==> config.mk <==
export PLATFORM = sky130hd
export DESIGN_NAME = ggpg_div
export DESIGN_NICKNAME = d
export VERILOG_FILES = /design/src/rtl/gradient_glow_pixel_generator_core_macros.svh /design/src/rtl/ggpg_pkg.sv /design/src/rtl/ggpg_div.sv
export SDC_FILE = /design/constraint.sdc
export NUM_CORES = 2
export LEC_CHECK = 0
export BUFFER_PORTS_ARGS = -buffer_cell sky130_fd_sc_hd__buf_2
export CORE_UTILIZATION = 63
export CTS_CLUSTER_SIZE = 20
export DETAILED_ROUTE_END_ITERATION = 7
export GPL_TIMING_DRIVEN = 0
export PLACE_DENSITY_LB_ADDON = 0.15
export SYNTH_ARGS = -nofsm -noshare
export SYNTH_HDL_FRONTEND = slang
export SYNTH_SLANG_ARGS = --single-unit
export TNS_END_PERCENT = 10
==> constraint.sdc <==
create_clock -name clk -period 4.45 [get_ports clk]
set_input_delay 0.89 -clock clk [delete_from_list [all_inputs] [get_ports clk]]
set_output_delay 0.89 -clock clk [all_outputs]
set_load 0.05 [all_outputs]
==> src/rtl/gradient_glow_pixel_generator_core_macros.svh <==
// ----------------------------------------------------------------------------
// Assertion macros for the gradient glow pixel generator
// Short forms of the concurrent assertions used at the end of the core.
// ----------------------------------------------------------------------------
`ifndef GRADIENT_GLOW_PIXEL_GENERATOR_CORE_MACROS_SVH
`define GRADIENT_GLOW_PIXEL_GENERATOR_CORE_MACROS_SVH

// Consequent checked in the same cycle as the antecedent.
`define GGPG_ASSERT_IMPLIES(lbl, ck, rs, ante, cons, msg) \
  lbl: assert property (@(posedge ck) disable iff (rs) (ante) |-> (cons)) \
    else $error(msg);

// Consequent checked in the cycle after the antecedent.
`define GGPG_ASSERT_NEXT(lbl, ck, rs, ante, cons, msg) \
  lbl: assert property (@(posedge ck) disable iff (rs) (ante) |=> (cons)) \
    else $error(msg);

`endif

==> src/rtl/ggpg_pkg.sv <==
// ----------------------------------------------------------------------------
// Gradient glow pixel generator package
// Widths, types, colour constants and register codes shared by the core.
// ----------------------------------------------------------------------------
`default_nettype none

package ggpg_pkg;

  localparam int COORD_W = 12;
  localparam int DIM_W   = 13;
  localparam int MAX_DIM = 4096;
  localparam int FRAC_W  = 16;
  localparam int Q_W     = FRAC_W + 1;

  // Square root unit: radicand width and one result bit per stage.
  localparam int ISQRT_W     = 58;
  localparam int ISQRT_STEPS = ISQRT_W / 2;
  localparam int ROOT_W      = ISQRT_STEPS;

  // Fraction divider: operand width, one set-up stage and one quotient bit per stage.
  localparam int DIV_W   = 29;
  localparam int DIV_LAT = FRAC_W + 1;

  typedef logic [ISQRT_W-1:0] sq_val_t;
  typedef logic [DIV_W-1:0]   div_opd_t;
  typedef logic [Q_W-1:0]     q_t;

  typedef struct packed {
    q_t r;
    q_t g;
    q_t b;
  } rgb_t;

  localparam q_t Q_ONE = q_t'(1 << FRAC_W);

  // Configuration register codes.
  localparam int CFG_IDX_W = 1;
  localparam logic [CFG_IDX_W-1:0] REG_WIDTH  = 1'b0;
  localparam logic [CFG_IDX_W-1:0] REG_HEIGHT = 1'b1;

  localparam logic [DIM_W-1:0] WIDTH_RST  = 13'd1920;
  localparam logic [DIM_W-1:0] HEIGHT_RST = 13'd1080;

  // Corner colours, Q16: top-left, top-right, bottom-left, bottom-right.
  localparam q_t TL_R = 17'd3276;
  localparam q_t TR_R = 17'd7864;
  localparam q_t BL_R = 17'd5242;
  localparam q_t BR_R = 17'd14417;
  localparam q_t TL_G = 17'd3276;
  localparam q_t TR_G = 17'd2621;
  localparam q_t BL_G = 17'd6553;
  localparam q_t BR_G = 17'd3932;
  localparam q_t TL_B = 17'd13107;
  localparam q_t TR_B = 17'd16384;
  localparam q_t BL_B = 17'd19660;
  localparam q_t BR_B = 17'd18350;

  // Glow centres as fractions of the image size, Q16.
  localparam logic [15:0] CX1 = 16'd26214;
  localparam logic [15:0] CY1 = 16'd22937;
  localparam logic [15:0] CX2 = 16'd49152;
  localparam logic [15:0] CY2 = 16'd45875;
  localparam logic [15:0] R2_SCALE = 16'd39321;

  // Glow strengths and per-channel highlight weights, Q16.
  localparam logic [15:0] K1 = 16'd9830;
  localparam logic [15:0] K2 = 16'd6553;
  localparam logic [15:0] HL1_R = 16'd19660;
  localparam logic [15:0] HL1_G = 16'd9830;
  localparam logic [15:0] HL1_B = 16'd26214;
  localparam logic [15:0] HL2_R = 16'd6553;
  localparam logic [15:0] HL2_G = 16'd13107;
  localparam logic [15:0] HL2_B = 16'd29491;

  localparam logic [7:0] BYTE_SCALE = 8'd255;
  localparam logic [7:0] ALPHA      = 8'hFF;

endpackage

`default_nettype wire

==> src/rtl/ggpg_div.sv <==
// ----------------------------------------------------------------------------
// Pipelined fraction divider
// Gives min(1.0, num / den) in Q16; after a set-up stage, one quotient bit is resolved per stage.
// ----------------------------------------------------------------------------
`default_nettype none

module ggpg_div (
  input  wire                      clk,
  input  wire ggpg_pkg::div_opd_t  num,
  input  wire ggpg_pkg::div_opd_t  den,
  output ggpg_pkg::q_t             quo
);

  localparam int N  = ggpg_pkg::DIV_LAT;
  localparam int W  = ggpg_pkg::DIV_W;
  localparam int FW = ggpg_pkg::FRAC_W;

  ggpg_pkg::div_opd_t rem_q  [N];
  ggpg_pkg::div_opd_t den_q  [N];
  ggpg_pkg::div_opd_t rem_nx [N];
  ggpg_pkg::div_opd_t den_nx [N];
  logic [FW-1:0]      q_q    [N];
  logic [FW-1:0]      q_nx   [N];
  logic [N-1:0]       sat_q;
  logic [N-1:0]       sat_nx;

  always_comb begin
    logic [W:0] rem2;
    // When the numerator is not below the divisor the fraction saturates at
    // one, which also covers a zero divisor.
    rem_nx[0] = num;
    den_nx[0] = den;
    sat_nx[0] = (num >= den);
    q_nx[0]   = '0;
    for (int k = 1; k < N; k++) begin
      rem2      = {rem_q[k-1], 1'b0};
      den_nx[k] = den_q[k-1];
      sat_nx[k] = sat_q[k-1];
      if (rem2 >= {1'b0, den_q[k-1]}) begin
        rem_nx[k] = rem2[W-1:0] - den_q[k-1];
        q_nx[k]   = {q_q[k-1][FW-2:0], 1'b1};
      end else begin
        rem_nx[k] = rem2[W-1:0];
        q_nx[k]   = {q_q[k-1][FW-2:0], 1'b0};
      end
    end
  end

  always_ff @(posedge clk) begin
    rem_q <= rem_nx;
    den_q <= den_nx;
    q_q   <= q_nx;
    sat_q <= sat_nx;
  end

  assign quo = sat_q[N-1] ? ggpg_pkg::Q_ONE : {1'b0, q_q[N-1]};

endmodule

`default_nettype wire

* Yosys cells after proc, flatten, opt, wreduce, memory -nomap -nowiden *
Cells that the tools add are included.

storage, ports and cells
  bits in registers = 1081
  output and inout port bits = 17
  logic and storage cells = 128
  input port bits = 59

operators by class
  order comparisons = 17
  muxes and demuxes = 32
  add/sub/neg operators = 15

operator list
  cell                                                            count
  30-bit by 29-bit greater-or-equal comparator with 1-bit output  16
  29-bit two-way mux                                              15
  29-bit subtractor                                               15
  29-bit greater-or-equal comparator                              1
  17-bit two-way mux                                              1
  1-bit two-way mux                                               16

* Depth between registers and ports, before layout *
  depth in word-level cells = 2
  depth in mapped cells = 15
  gate-level depth less buffers = 13

* Worst setup path after synthesis *
OpenSTA, ideal clock, no wires.

  path kind = flip-flop to flip-flop
  start = register rem_q[406] (netlist bit)
  end = register rem_q[386] (netlist bit)
  data required time = 4329 ps
  path slack = 1288 ps
  library setup time = 121 ps
  path buffers = 1
  cell stages (with the launch flop) = 14
  arrival = 3041 ps
  period minus slack after synthesis = 3162 ps
  cells stage by stage = dfxtp_1 inv_1 fa_1 nor2b_1 o31a_1 o211a_1 nor3_1 o311ai_0 o211ai_1 o21a_1 or2_2 nand2_2 buf_4 mux2_2

RTL lines
  element                 RTL line        RTL
  start, declared         ggpg_div.sv:18  ggpg_pkg::div_opd_t rem_q [N];
  start signal, assigned  ggpg_div.sv:50  rem_q <= rem_nx;

==> results.yml <==
yosys:
  synth_compound_area_frac: 0.181
  yosysWarnings: 0
  synthSimpleGateAreaFrac: 0.117
  synth_mux_area_frac: 0.0253
  synth_ff_type: "dfxtp_1"
  yosysTopAreaCell: "dfxtp_1"
  synth_top_area_frac: 0.431
  ys_ff_latch: 1081
  synth_area_per_cell_um2: 9.18
  synth_seq_area_share: 0.431
  synth-edff-count: 0
  async_reset_ff_frac: 0
  synth.cell_area_um2: 50300
  synth_nets: 6044
  yosysUniqueCellTypes: 91
  synth-adder-area-share: 0.128
  netlist_top_cells_area: "dfxtp_1 43%, ha_1 12%, inv_1 4.4%"
  synth_xor_area_frac: 0.0646
  synth_top_family_by_area: "compound AO/OA/AOI/OAI gates"
  syn_inst: 5478
die:
  rows: 103
  dieArea_um2: 80900
  io_pins: 76
  die_x_um: 284
  coreArea_um2: 79000
  fp.dieH_um: 284
  initial_core_util: 0.636
critical_path:
  r2r-end: "rem_q[316]"
  cp-end-kind: "flip-flop"
  start_kind: "flip-flop"
  critical_path_class: "reg2reg"
  r2r_cells: 13
  crit_start: "den_nx[295]"
  r2r-start: "den_nx[295]"
  critPathRequiredTime_ns: 4.98
  arrival_ns: 4.91
  rrSetupSlack_ns: 0.07
  worstSetupEndpoint: "rem_q[316]"
  cp_max_fo: 10
detailed_routing:
  first_pass_iters: 6
  totalWireLength_mm: 123
  antenna_left: 0
  drc: 0
  drt_iter0_markers: 1720
  viasPerCell: 5.67
  avgRoutedWirePerCell_um: 18.1
  vias: 38600
timing:
  max_freq_mhz: 228
  final_hold_viol_count: 0
  layout_min_cycle_time_ns: 4.38
  worst_slew_pin_slew_ns: 1.43
  fin_crit_sh: 0.985
  rsz0062_at_grt: "true"
  maxSlewHeadroom: 0.0422
  slew_violations: 0
  setup_viol: 0
  clock_skew_ns: 0.0322
place:
  placed_area_um2: 52000
  place_congestion: 1.01
  portBuffers: 75
  hpwl_mm: 97.2
global_routing:
  grt_max_degree: 17
  met1_usage: 0.238
  antenna_found_initial: 1
  grt_use_met2: 0.627
  grt_pass1_wl_mm: 192
  grtUsageMet3: 0.0349
  grt_pass1_vias: 39700
  overflow: 0
  track_usage: 0.299
  busiest_layer: "met2"
layout:
  syn_to_final_growth_pct: 11.3
  post-route-util: 0.708
  fill_cells: 6031
  multi_input_area_um2: 25900
  nets: 6229
  register_area_um2: 21600
  antenna_cells: 0
  final_area_um2: 55900
  post_route_cells_drive_above_1_share: 0.0795
clocking:
  clk_pin_slew_ns: 0.06
  clock_latency_ns: 0.70
  numCtsBuffers: 108
  ctsHoldBuffers: 0
  cts_buffer_depth: 3
  cts_tree: "built"
  cts_root_buffer: "clkbuf_16"
  cts_sinks: 1081
  post_cts_buffers: 0
  htree_levels: 3
power_and_ir_drop:
  p_per_area_nw_per_um2: 845
  ir_drop_uv: 410
  power.leakage_nw: 26.3
outcome:
  status: "complete, no violations"
flow_run:
  maxCapViolCount: 0
worst_hold_path:
  hold_class: "in2reg"
==> cell families after synthesis <==
| kind of cell | Yosys count |
|---|---|
| mux | 110 |
| buf+inv | 705 |
| xor+xnor | 371 |
| flops | 1081 |
| compound gates | 1460 |
| simple gates | 1244 |
| fa+ha+maj | 507 |
==> power breakdown <==
group          leakage, nW  switching [W]  total (W)  internal [W]
clock network         1.89        0.00393    0.00978       0.00585
logic                 15.3         0.0136     0.0232       0.00958
registers             9.11        0.00148     0.0143        0.0128
==> cells in the final DEF (no fill, tap or decap), types with 70 or more instances in the layout <==
cell       synthesis  routed
o21ai_0          421     421
nor2_1           316     316
a21o_1           203     203
xnor2_1          208     208
o21a_1            76      76
ha_1             492     492
xor2_1           163     163
nor2b_1           73      73
mux2_2            98      98
nand3_1           76      76
dfxtp_1         1081    1081
clkbuf_16          0     108
clkbuf_1          82      97
a21oi_1          419     419
buf_2             21      96
inv_1            588     588
nand2_1          435     435
nand4_1           71      71
nand2b_1          70      70
==> per-layer routing <==
metal  wire, um  part of all wire
met1      39700              0.32
met5          0                 0
met2      69500              0.56
met3       3530             0.029
met4      10800             0.087
==> flip-flops by register name (all words and copies together), names as in the netlist <==
signal  count
q_q       136
sat_q      17
den_nx    464
rem_q     464
==> Yosys cell counts, drive strengths merged (15+ instances only) <==
library cell,number
a211oi,35
a21o,203
a21oi,419
a31oi,52
and2,17
and3,34
and4,15
buf,34
clkbuf,82
dfxtp,1081
fa,15
ha,492
inv,588
mux2,108
nand2,437
nand2b,70
nand3,76
nand4,71
nor2,317
nor2b,73
nor3,50
o211ai,20
o21a,76
o21ai,429
o21bai,29
o31a,19
o31ai,26
or2,18
xnor2,208
xor2,163
==> through the flow <==
step / total power [W] / setup slack [ns] / hold WS, ns / std cells / TNS [ns]
after global placement: 0.0367 / -0.361 / 0.310 / 6603 / -5.11
after detailed placement: 0.0372 / -0.224 / 0.312 / 6603 / -2.69
final: 0.0473 / 0.0651 / 0.307 / 6808 / 0
after global routing: 0.0503 / -0.105 / 0.292 / 6808 / -0.359
after CTS: 0.0471 / 0.0251 / 0.283 / 6808 / 0
after floorplan: 0.0312 / 1.29 / 0.310 / 5478 / 0
==> critical path, stage by stage, from the launching register on <==
cell and delay (ns):
dfxtp_1 0.34, inv_1 0.05, ha_1 0.34, a211oi_1 0.26, nor2_1 0.11, o31ai_2 0.62, a31oi_1 0.33, a221o_1 0.48
nand4_1 0.19, a21bo_2 0.16, and2_1 0.14, clkbuf_1 0.37, clkbuf_1 0.58, o21ai_0 0.25
==> timing repair <==
action / 4_1_cts / 5_1_grt
setup endpoints to repair: 27 / 83
gates resized for setup: 1 / 11
pin swaps: 0 / 0
==> cell type report <==
class	instances	area share
timing repair buffer	75	0.00671
multi-input combinational	3692	0.464
sequential	1081	0.387
clock buffer	143	0.0537
buffer	116	0.00899
clock inverter	62	0.0166
inverter	589	0.0395
tap	1050	0.0235
==> how the worst min path moves through the flow <==
stage / from / end / slack (ns) / cells after the start
6_report: num[0] / rem_q[464] / 0.31 / 1
5_1_grt: den[1] / den_nx[436] / 0.29 / 1
4_1_cts: num[0] / rem_q[464] / 0.28 / 1
3_5_place_dp: q_q[132] / q_q[117] / 0.31 / 0
3_3_place_gp: q_q[42] / q_q[27] / 0.31 / 0
2_1_floorplan: q_q[115] / q_q[100] / 0.31 / 0
Power figures use the tool's default switching activity.
