File: src/rtl/gradient_glow_pixel_generator_core_macros.svh
// ----------------------------------------------------------------------------
// Assertion macros for the gradient glow pixel generator
// Short forms of the concurrent assertions used at the end of the core.
// ----------------------------------------------------------------------------
`ifndef GRADIENT_GLOW_PIXEL_GENERATOR_CORE_MACROS_SVH
`define GRADIENT_GLOW_PIXEL_GENERATOR_CORE_MACROS_SVH

// Consequent checked in the same cycle as the antecedent.
`define GGPG_ASSERT_IMPLIES(lbl, ck, rs, ante, cons, msg) \
  lbl: assert property (@(posedge ck) disable iff (rs) (ante) |-> (cons)) \
    else $error(msg);

// Consequent checked in the cycle after the antecedent.
`define GGPG_ASSERT_NEXT(lbl, ck, rs, ante, cons, msg) \
  lbl: assert property (@(posedge ck) disable iff (rs) (ante) |=> (cons)) \
    else $error(msg);

`endif

File: src/rtl/ggpg_pkg.sv
// ----------------------------------------------------------------------------
// Gradient glow pixel generator package
// Widths, types, colour constants and register codes shared by the core.
// ----------------------------------------------------------------------------
`default_nettype none

package ggpg_pkg;

  localparam int COORD_W = 12;
  localparam int DIM_W   = 13;
  localparam int MAX_DIM = 4096;
  localparam int FRAC_W  = 16;
  localparam int Q_W     = FRAC_W + 1;

  // Square root unit: radicand width and one result bit per stage.
  localparam int ISQRT_W     = 58;
  localparam int ISQRT_STEPS = ISQRT_W / 2;
  localparam int ROOT_W      = ISQRT_STEPS;

  // Fraction divider: operand width, one set-up stage and one quotient bit per stage.
  localparam int DIV_W   = 29;
  localparam int DIV_LAT = FRAC_W + 1;

  typedef logic [ISQRT_W-1:0] sq_val_t;
  typedef logic [DIV_W-1:0]   div_opd_t;
  typedef logic [Q_W-1:0]     q_t;

  typedef struct packed {
    q_t r;
    q_t g;
    q_t b;
  } rgb_t;

  localparam q_t Q_ONE = q_t'(1 << FRAC_W);

  // Configuration register codes.
  localparam int CFG_IDX_W = 1;
  localparam logic [CFG_IDX_W-1:0] REG_WIDTH  = 1'b0;
  localparam logic [CFG_IDX_W-1:0] REG_HEIGHT = 1'b1;

  localparam logic [DIM_W-1:0] WIDTH_RST  = 13'd1920;
  localparam logic [DIM_W-1:0] HEIGHT_RST = 13'd1080;

  // Corner colours, Q16: top-left, top-right, bottom-left, bottom-right.
  localparam q_t TL_R = 17'd3276;
  localparam q_t TR_R = 17'd7864;
  localparam q_t BL_R = 17'd5242;
  localparam q_t BR_R = 17'd14417;
  localparam q_t TL_G = 17'd3276;
  localparam q_t TR_G = 17'd2621;
  localparam q_t BL_G = 17'd6553;
  localparam q_t BR_G = 17'd3932;
  localparam q_t TL_B = 17'd13107;
  localparam q_t TR_B = 17'd16384;
  localparam q_t BL_B = 17'd19660;
  localparam q_t BR_B = 17'd18350;

  // Glow centres as fractions of the image size, Q16.
  localparam logic [15:0] CX1 = 16'd26214;
  localparam logic [15:0] CY1 = 16'd22937;
  localparam logic [15:0] CX2 = 16'd49152;
  localparam logic [15:0] CY2 = 16'd45875;
  localparam logic [15:0] R2_SCALE = 16'd39321;

  // Glow strengths and per-channel highlight weights, Q16.
  localparam logic [15:0] K1 = 16'd9830;
  localparam logic [15:0] K2 = 16'd6553;
  localparam logic [15:0] HL1_R = 16'd19660;
  localparam logic [15:0] HL1_G = 16'd9830;
  localparam logic [15:0] HL1_B = 16'd26214;
  localparam logic [15:0] HL2_R = 16'd6553;
  localparam logic [15:0] HL2_G = 16'd13107;
  localparam logic [15:0] HL2_B = 16'd29491;

  localparam logic [7:0] BYTE_SCALE = 8'd255;
  localparam logic [7:0] ALPHA      = 8'hFF;

endpackage

`default_nettype wire

File: src/rtl/ggpg_isqrt.sv
// ----------------------------------------------------------------------------
// Pipelined integer square root
// Floor square root of a 58-bit radicand, one result bit resolved per stage.
// ----------------------------------------------------------------------------
`default_nettype none

module ggpg_isqrt (
  input  wire                            clk,
  input  wire ggpg_pkg::sq_val_t         din,
  output logic [ggpg_pkg::ROOT_W-1:0]    root
);

  localparam int W     = ggpg_pkg::ISQRT_W;
  localparam int STEPS = ggpg_pkg::ISQRT_STEPS;

  ggpg_pkg::sq_val_t v_q  [STEPS];
  ggpg_pkg::sq_val_t r_q  [STEPS];
  ggpg_pkg::sq_val_t v_in [STEPS];
  ggpg_pkg::sq_val_t r_in [STEPS];
  ggpg_pkg::sq_val_t v_nx [STEPS];
  ggpg_pkg::sq_val_t r_nx [STEPS];

  always_comb begin
    ggpg_pkg::sq_val_t bit_c;
    logic [W:0] trial;
    v_in[0] = din;
    r_in[0] = '0;
    for (int i = 1; i < STEPS; i++) begin
      v_in[i] = v_q[i-1];
      r_in[i] = r_q[i-1];
    end
    // Each stage tries the next pair of radicand bits against the partial root.
    for (int i = 0; i < STEPS; i++) begin
      bit_c = ggpg_pkg::sq_val_t'(1) << (W - 2 - 2 * i);
      trial = {1'b0, r_in[i]} + {1'b0, bit_c};
      if ({1'b0, v_in[i]} >= trial) begin
        v_nx[i] = v_in[i] - trial[W-1:0];
        r_nx[i] = (r_in[i] >> 1) + bit_c;
      end else begin
        v_nx[i] = v_in[i];
        r_nx[i] = r_in[i] >> 1;
      end
    end
  end

  always_ff @(posedge clk) begin
    v_q <= v_nx;
    r_q <= r_nx;
  end

  assign root = r_q[STEPS-1][ggpg_pkg::ROOT_W-1:0];

endmodule

`default_nettype wire

File: config.mk
export PLATFORM = sky130hd
export DESIGN_NAME = ggpg_isqrt
export DESIGN_NICKNAME = d
export VERILOG_FILES = /design/src/rtl/gradient_glow_pixel_generator_core_macros.svh /design/src/rtl/ggpg_pkg.sv /design/src/rtl/ggpg_isqrt.sv
export SDC_FILE = /design/constraint.sdc
export NUM_CORES = 2
export LEC_CHECK = 0
export CELL_PAD_IN_SITES_DETAIL_PLACEMENT = 1
export CELL_PAD_IN_SITES_GLOBAL_PLACEMENT = 1
export CORE_UTILIZATION = 30
export DETAILED_ROUTE_END_ITERATION = 12
export DONT_BUFFER_PORTS = 1
export GPL_TIMING_DRIVEN = 0
export PLACE_DENSITY = 0.58
export SETUP_SLACK_MARGIN = 0.15
export SLEW_MARGIN = 20
export SYNTH_ARGS = -nofsm -noshare
export SYNTH_HDL_FRONTEND = slang
export SYNTH_SLANG_ARGS = --single-unit
File: constraint.sdc
create_clock -name clk -period 6.6 [get_ports clk]
set_input_delay 0.99 -clock clk [delete_from_list [all_inputs] [get_ports clk]]
set_output_delay 0.99 -clock clk [all_outputs]
set_load 0.01 [all_outputs]
# Yosys cells after proc, flatten, opt, wreduce, memory -nomap -nowiden

Index checks and enable logic that the tools add are counted.

Add/sub/neg operators: 84
Multiplexer cells: 57
Order comparisons: 29

Operator list:

| operator                                        | count |
|---|---|
| greater-or-equal comparator 58 x 59 -> 1 bit    | 28 |
| two-way mux 58 bit                              | 28 |
| two-way mux 57 bit                              | 28 |
| subtractor 58 bit                               | 27 |
| adder 58 x 1 -> 59 bit (second input constant)  | 1 |
| adder 58 x 11 -> 59 bit (second input constant) | 1 |
| adder 58 x 13 -> 59 bit (second input constant) | 1 |
| adder 58 x 15 -> 59 bit (second input constant) | 1 |
| adder 58 x 17 -> 59 bit (second input constant) | 1 |
| adder 58 x 19 -> 59 bit (second input constant) | 1 |
| adder 58 x 21 -> 59 bit (second input constant) | 1 |
| adder 58 x 23 -> 59 bit (second input constant) | 1 |
| adder 58 x 25 -> 59 bit (second input constant) | 1 |
| adder 58 x 27 -> 59 bit (second input constant) | 1 |
| adder 58 x 29 -> 59 bit (second input constant) | 1 |
| adder 58 x 3 -> 59 bit (second input constant)  | 1 |
| adder 58 x 31 -> 59 bit (second input constant) | 1 |
| adder 58 x 33 -> 59 bit (second input constant) | 1 |
| adder 58 x 35 -> 59 bit (second input constant) | 1 |
| adder 58 x 37 -> 59 bit (second input constant) | 1 |
| adder 58 x 39 -> 59 bit (second input constant) | 1 |
| adder 58 x 41 -> 59 bit (second input constant) | 1 |
| adder 58 x 43 -> 59 bit (second input constant) | 1 |
| adder 58 x 45 -> 59 bit (second input constant) | 1 |
| other kinds (39)                                | 39 |

Output and inout port bits: 29
Bits of input ports: 59
Register bits after elaboration: 3276

# Longest topological paths before layout

Depth after elaboration: 3
Depth in mapped cells: 13

# Worst setup path before layout

OpenSTA, ideal clock, no wires.

Path kind: register -> register
Start point: reg v_q (netlist bit v_in[509])
End point: reg v_q (netlist bit v_in[428])
Setup time: 121 ps
Path slack: 3404 ps
Period minus slack after synthesis: 3196 ps
Required time: 6479 ps
Data arrival time: 3075 ps
Path buffers: 1
Stages on the path, launching flop included: 10
Cells stage by stage: dfxtp_1 -> or3_1 -> or2_1 -> or3_1 -> nand2b_1 -> or3_1 -> or3_1 -> nor3_2 -> buf_2 -> mux2_2

RTL lines:

| element                | RTL line         | text |
|---|---|---|
| start, declared        | ggpg_isqrt.sv:16 | `ggpg_pkg::sq_val_t v_q [STEPS];` |
| start signal, assigned | ggpg_isqrt.sv:47 | `v_q <= v_nx;` |

==> run_results.csv <==
group,metric,value,unit
sta,setup_viol,0,
final_layout,layout_commonest_cell,"dfxtp_1",
global_route,grt_max_degree,21,
detailed_routing,drt_pre_antenna_iters,7,
global_route,grt_pass1_vias,59300,
sta,clock.fmax,0.195,GHz
clock_network,cts_max_path_buffers,3,
sta,clock_skew,0.126,ns
die,die_height,510,um
clock_network,htree_levels,4,
clock_network,tritoncts,"yes",
die,io_pins,88,
setup_path,setup.worst_path.start_class,"flip-flop",
synthesis,yosysUniqueCellTypes,89,
setup_path,worst-setup-path-type,"flip-flop to flip-flop",
clock_network,numCtsBuffers,211,
die,num_rows,186,
die,start_util,0.302,
detailed_routing,drt-wirelength-per-cell,18.9,um
sta,hold_violations,0,
setup_path,worst_setup_path_end_kind,"flip-flop",
setup_path,crit_path_max_incr_delay,0.71,ns
clock_network,cts.reportedPaths.clkPinSlew,0.06,ns
placed_design,port_buffers,0,
placed_design,gp_congestion,0.883,
synthesis,ys.flop_type,"dfxtp_1",
detailed_routing,routed_wl,217,mm
sta,post-route-period-util,0.776,
pwr,worst_ir_drop_vdd,0.292,mV
final_layout,areaGrowthSynthToFinish,15.3,%
placed_design,dp.cells,11100,
sta,relSlewSlack,0.180,
final_layout,layout-drive-gt1-share,0.0626,
pwr,p_per_area,455,nW/um^2
clock_network,ctsResizeCount,0,
setup_path,path_buf_inv,5,
setup_path,required,7.28,ns
clock_network,cts_setup_buffers,0,
clock_network,clock_latency,0.87,ns
global_route,overflow,0,
global_route,antenna_found_initial,2,
synthesis,synth_edf_count,0,
sta,slew_viol_final,0,
detailed_routing,drc,0,
setup_path,cp_max_fo,10,
global_route,grt_usage,0.166,
die,die-area,260000,um^2
sta,rsz0062_at_grt,"false",
synthesis,ys_async_sr_fraction,0,
detailed_routing,vias,54700,
synthesis,ys_seq_elements,2059,
job,cap_violations,0,
synthesis,synth_area,77500,um^2
sta,period_needed,5.12,ns
detailed_routing,vias_per_cell,4.76,
clock_network,root_buffer,"clkbuf_16",
die,die_width,510,um
pwr,p_leak,0.0398,uW
final_layout,nNetsFinal,8457,
setup_path,path_cells,"inv_1, ha_1, clkbuf_1, nand4_1, or3_1, nor4_1, a211oi_1, o31ai_1, clkbuf_1, clkbuf_1, clkbuf_1, a21oi_1",
synthesis,ys_seq_area_frac,0.532,
setup_path,crit_family,"buffers and inverters",
placed_design,dp_hpwl,174,mm
final_layout,n_fill_cell,28900,
clock_network,clock-sinks,2059,
synthesis,syn_inst,7723,
synthesis,ys_warn_count,0,
synthesis,synth.avg_cell_area,10.0,um^2
setup_path,cp.arrival,5.81,ns
final_layout,layout_common_cells,"dfxtp_1, inv_1, a21oi_1",
worst_hold_path,hp-class,"input port to flip-flop",
detailed_routing,drt_iter0_markers,2079,
clock_network,cts_hold_buf,0,
final_layout,stdcell_count,11500,
synthesis,syn_nets,8242,
setup_path,cp_slowest_cell,"nor4_1",
detailed_routing,drt.antenna.violating_nets,0,
setup_path,cp_common_cell,"clkbuf_1",
die,coreArea,257000,um^2
sta,fin_setup_tns,0,ns
global_route,grt_pass1_wl,340,mm
sta,max_slew.worst_pin.slew,1.22,ns
outcome,status,"complete, no violations",
layer usage:
layer,vias to the layer above,routed length [um],track usage
li1,27300,-,-
met1,26500,90800,0.185
met2,591,114000,0.317
met3,392,4820,0.0215
met4,0,7640,0.0618
met5,-,0,0
stage by stage:
| step | utilization | cell area (um^2) | worst slack, ns | hold slack [ns] | total power, uW |
|---|---|---|---|---|---|
| after detailed placement | 0.318 | 81800 | 1.42 | 0.330 | 28400 |
| final | 0.348 | 89400 | 1.48 | 0.127 | 40700 |
| after floorplan | - | 77500 | 3.40 | 0.322 | 24800 |
| after global routing | 0.348 | 89400 | 1.25 | 0.0566 | 43200 |
| after CTS | 0.348 | 89400 | 1.38 | 0.0397 | 41100 |
| after global placement | 0.318 | 81700 | 1.37 | 0.333 | 28200 |
cell usage after synthesis (all sizes together) (16+ instances only):
library cell | count | share of area
a211oi | 29 | 0.0029
a21boi | 25 | 0.0024
a21o | 180 | 0.018
a21oi | 480 | 0.031
a31oi | 40 | 0.0033
and2 | 29 | 0.0023
and3 | 56 | 0.0045
and4 | 21 | 0.0024
clkbuf | 132 | 0.0064
dfxtp | 2059 | 0.53
ha | 460 | 0.074
inv | 578 | 0.028
mux2 | 61 | 0.0089
mux2i | 16 | 0.0021
nand2 | 466 | 0.023
nand2b | 90 | 0.0073
nand3 | 137 | 0.0088
nand3b | 28 | 0.0027
nand4 | 117 | 0.0094
nor2 | 477 | 0.023
nor2b | 68 | 0.0055
nor3 | 199 | 0.013
nor3b | 27 | 0.0026
nor4 | 258 | 0.021
nor4b | 39 | 0.0044
o211ai | 29 | 0.0028
o21a | 85 | 0.0082
o21ai | 365 | 0.024
o21bai | 39 | 0.0038
o31ai | 33 | 0.0033
or2 | 37 | 0.0030
or3 | 82 | 0.0066
or4 | 56 | 0.0056
xnor2 | 370 | 0.042
xor2 | 331 | 0.037
worst paths after layout:
path | slack, ns | depth (start not counted) | to | from
worst max-delay path | 1.48 | 12 | v_in[17]$_DFF_P_ | r_in[86]$_DFF_P_
worst min-delay path | 0.13 | 0 | v_in[1620]$_DFF_P_ | din[54]
worst max register to register | 1.48 | 12 | v_in[17]$_DFF_P_ | r_in[86]$_DFF_P_
worst min register to register | 0.32 | 0 | r_in[843]$_DFF_P_ | r_in[902]$_DFF_P_
logic make-up (layout without fill, tap and decap cells):
logic type                 count (synthesis)  in the layout  synth area share
xor gates and xnor gates                 701            701            0.0792
AOI/OAI and AO/OA                       1468           1468             0.118
and+or+nand+nor                         2233           2233             0.150
DFF                                     2059           2059             0.532
other                                      0              1                 0
adders and majority gates                460            460            0.0743
muxes                                     77             77            0.0109
buffers and inverters                    725           1118            0.0354
report_power, final:
| part | total [uW] | internal, uW | switching (uW) |
|---|---|---|---|
| clock | 12600 | 7370 | 5190 |
| sequential | 17700 | 15300 | 2440 |
| combinational | 10400 | 4450 | 5900 |
state kept, by name (all words and copies together), names as in the netlist:
| name | flops |
|---|---|
| r_in | 406 |
| v_in | 1624 |
| root | 29 |
layout make-up:
| type | count | area [um^2] | area share |
|---|---|---|---|
| repair buffers | 2 | 12.5 | 0.000140 |
| multi-input cells | 4939 | 33600 | 0.376 |
| flip-flops and latches | 2059 | 41200 | 0.461 |
| clock inverters | 106 | 1540 | 0.0173 |
| plain buffers | 147 | 572 | 0.00640 |
| well taps | 3384 | 4230 | 0.0474 |
| clock buffers | 285 | 6030 | 0.0675 |
| diodes | 1 | 2.50 | 0.0000280 |
| inverters | 578 | 2170 | 0.0243 |
Note: power is estimated with default switching activity, not from simulation.
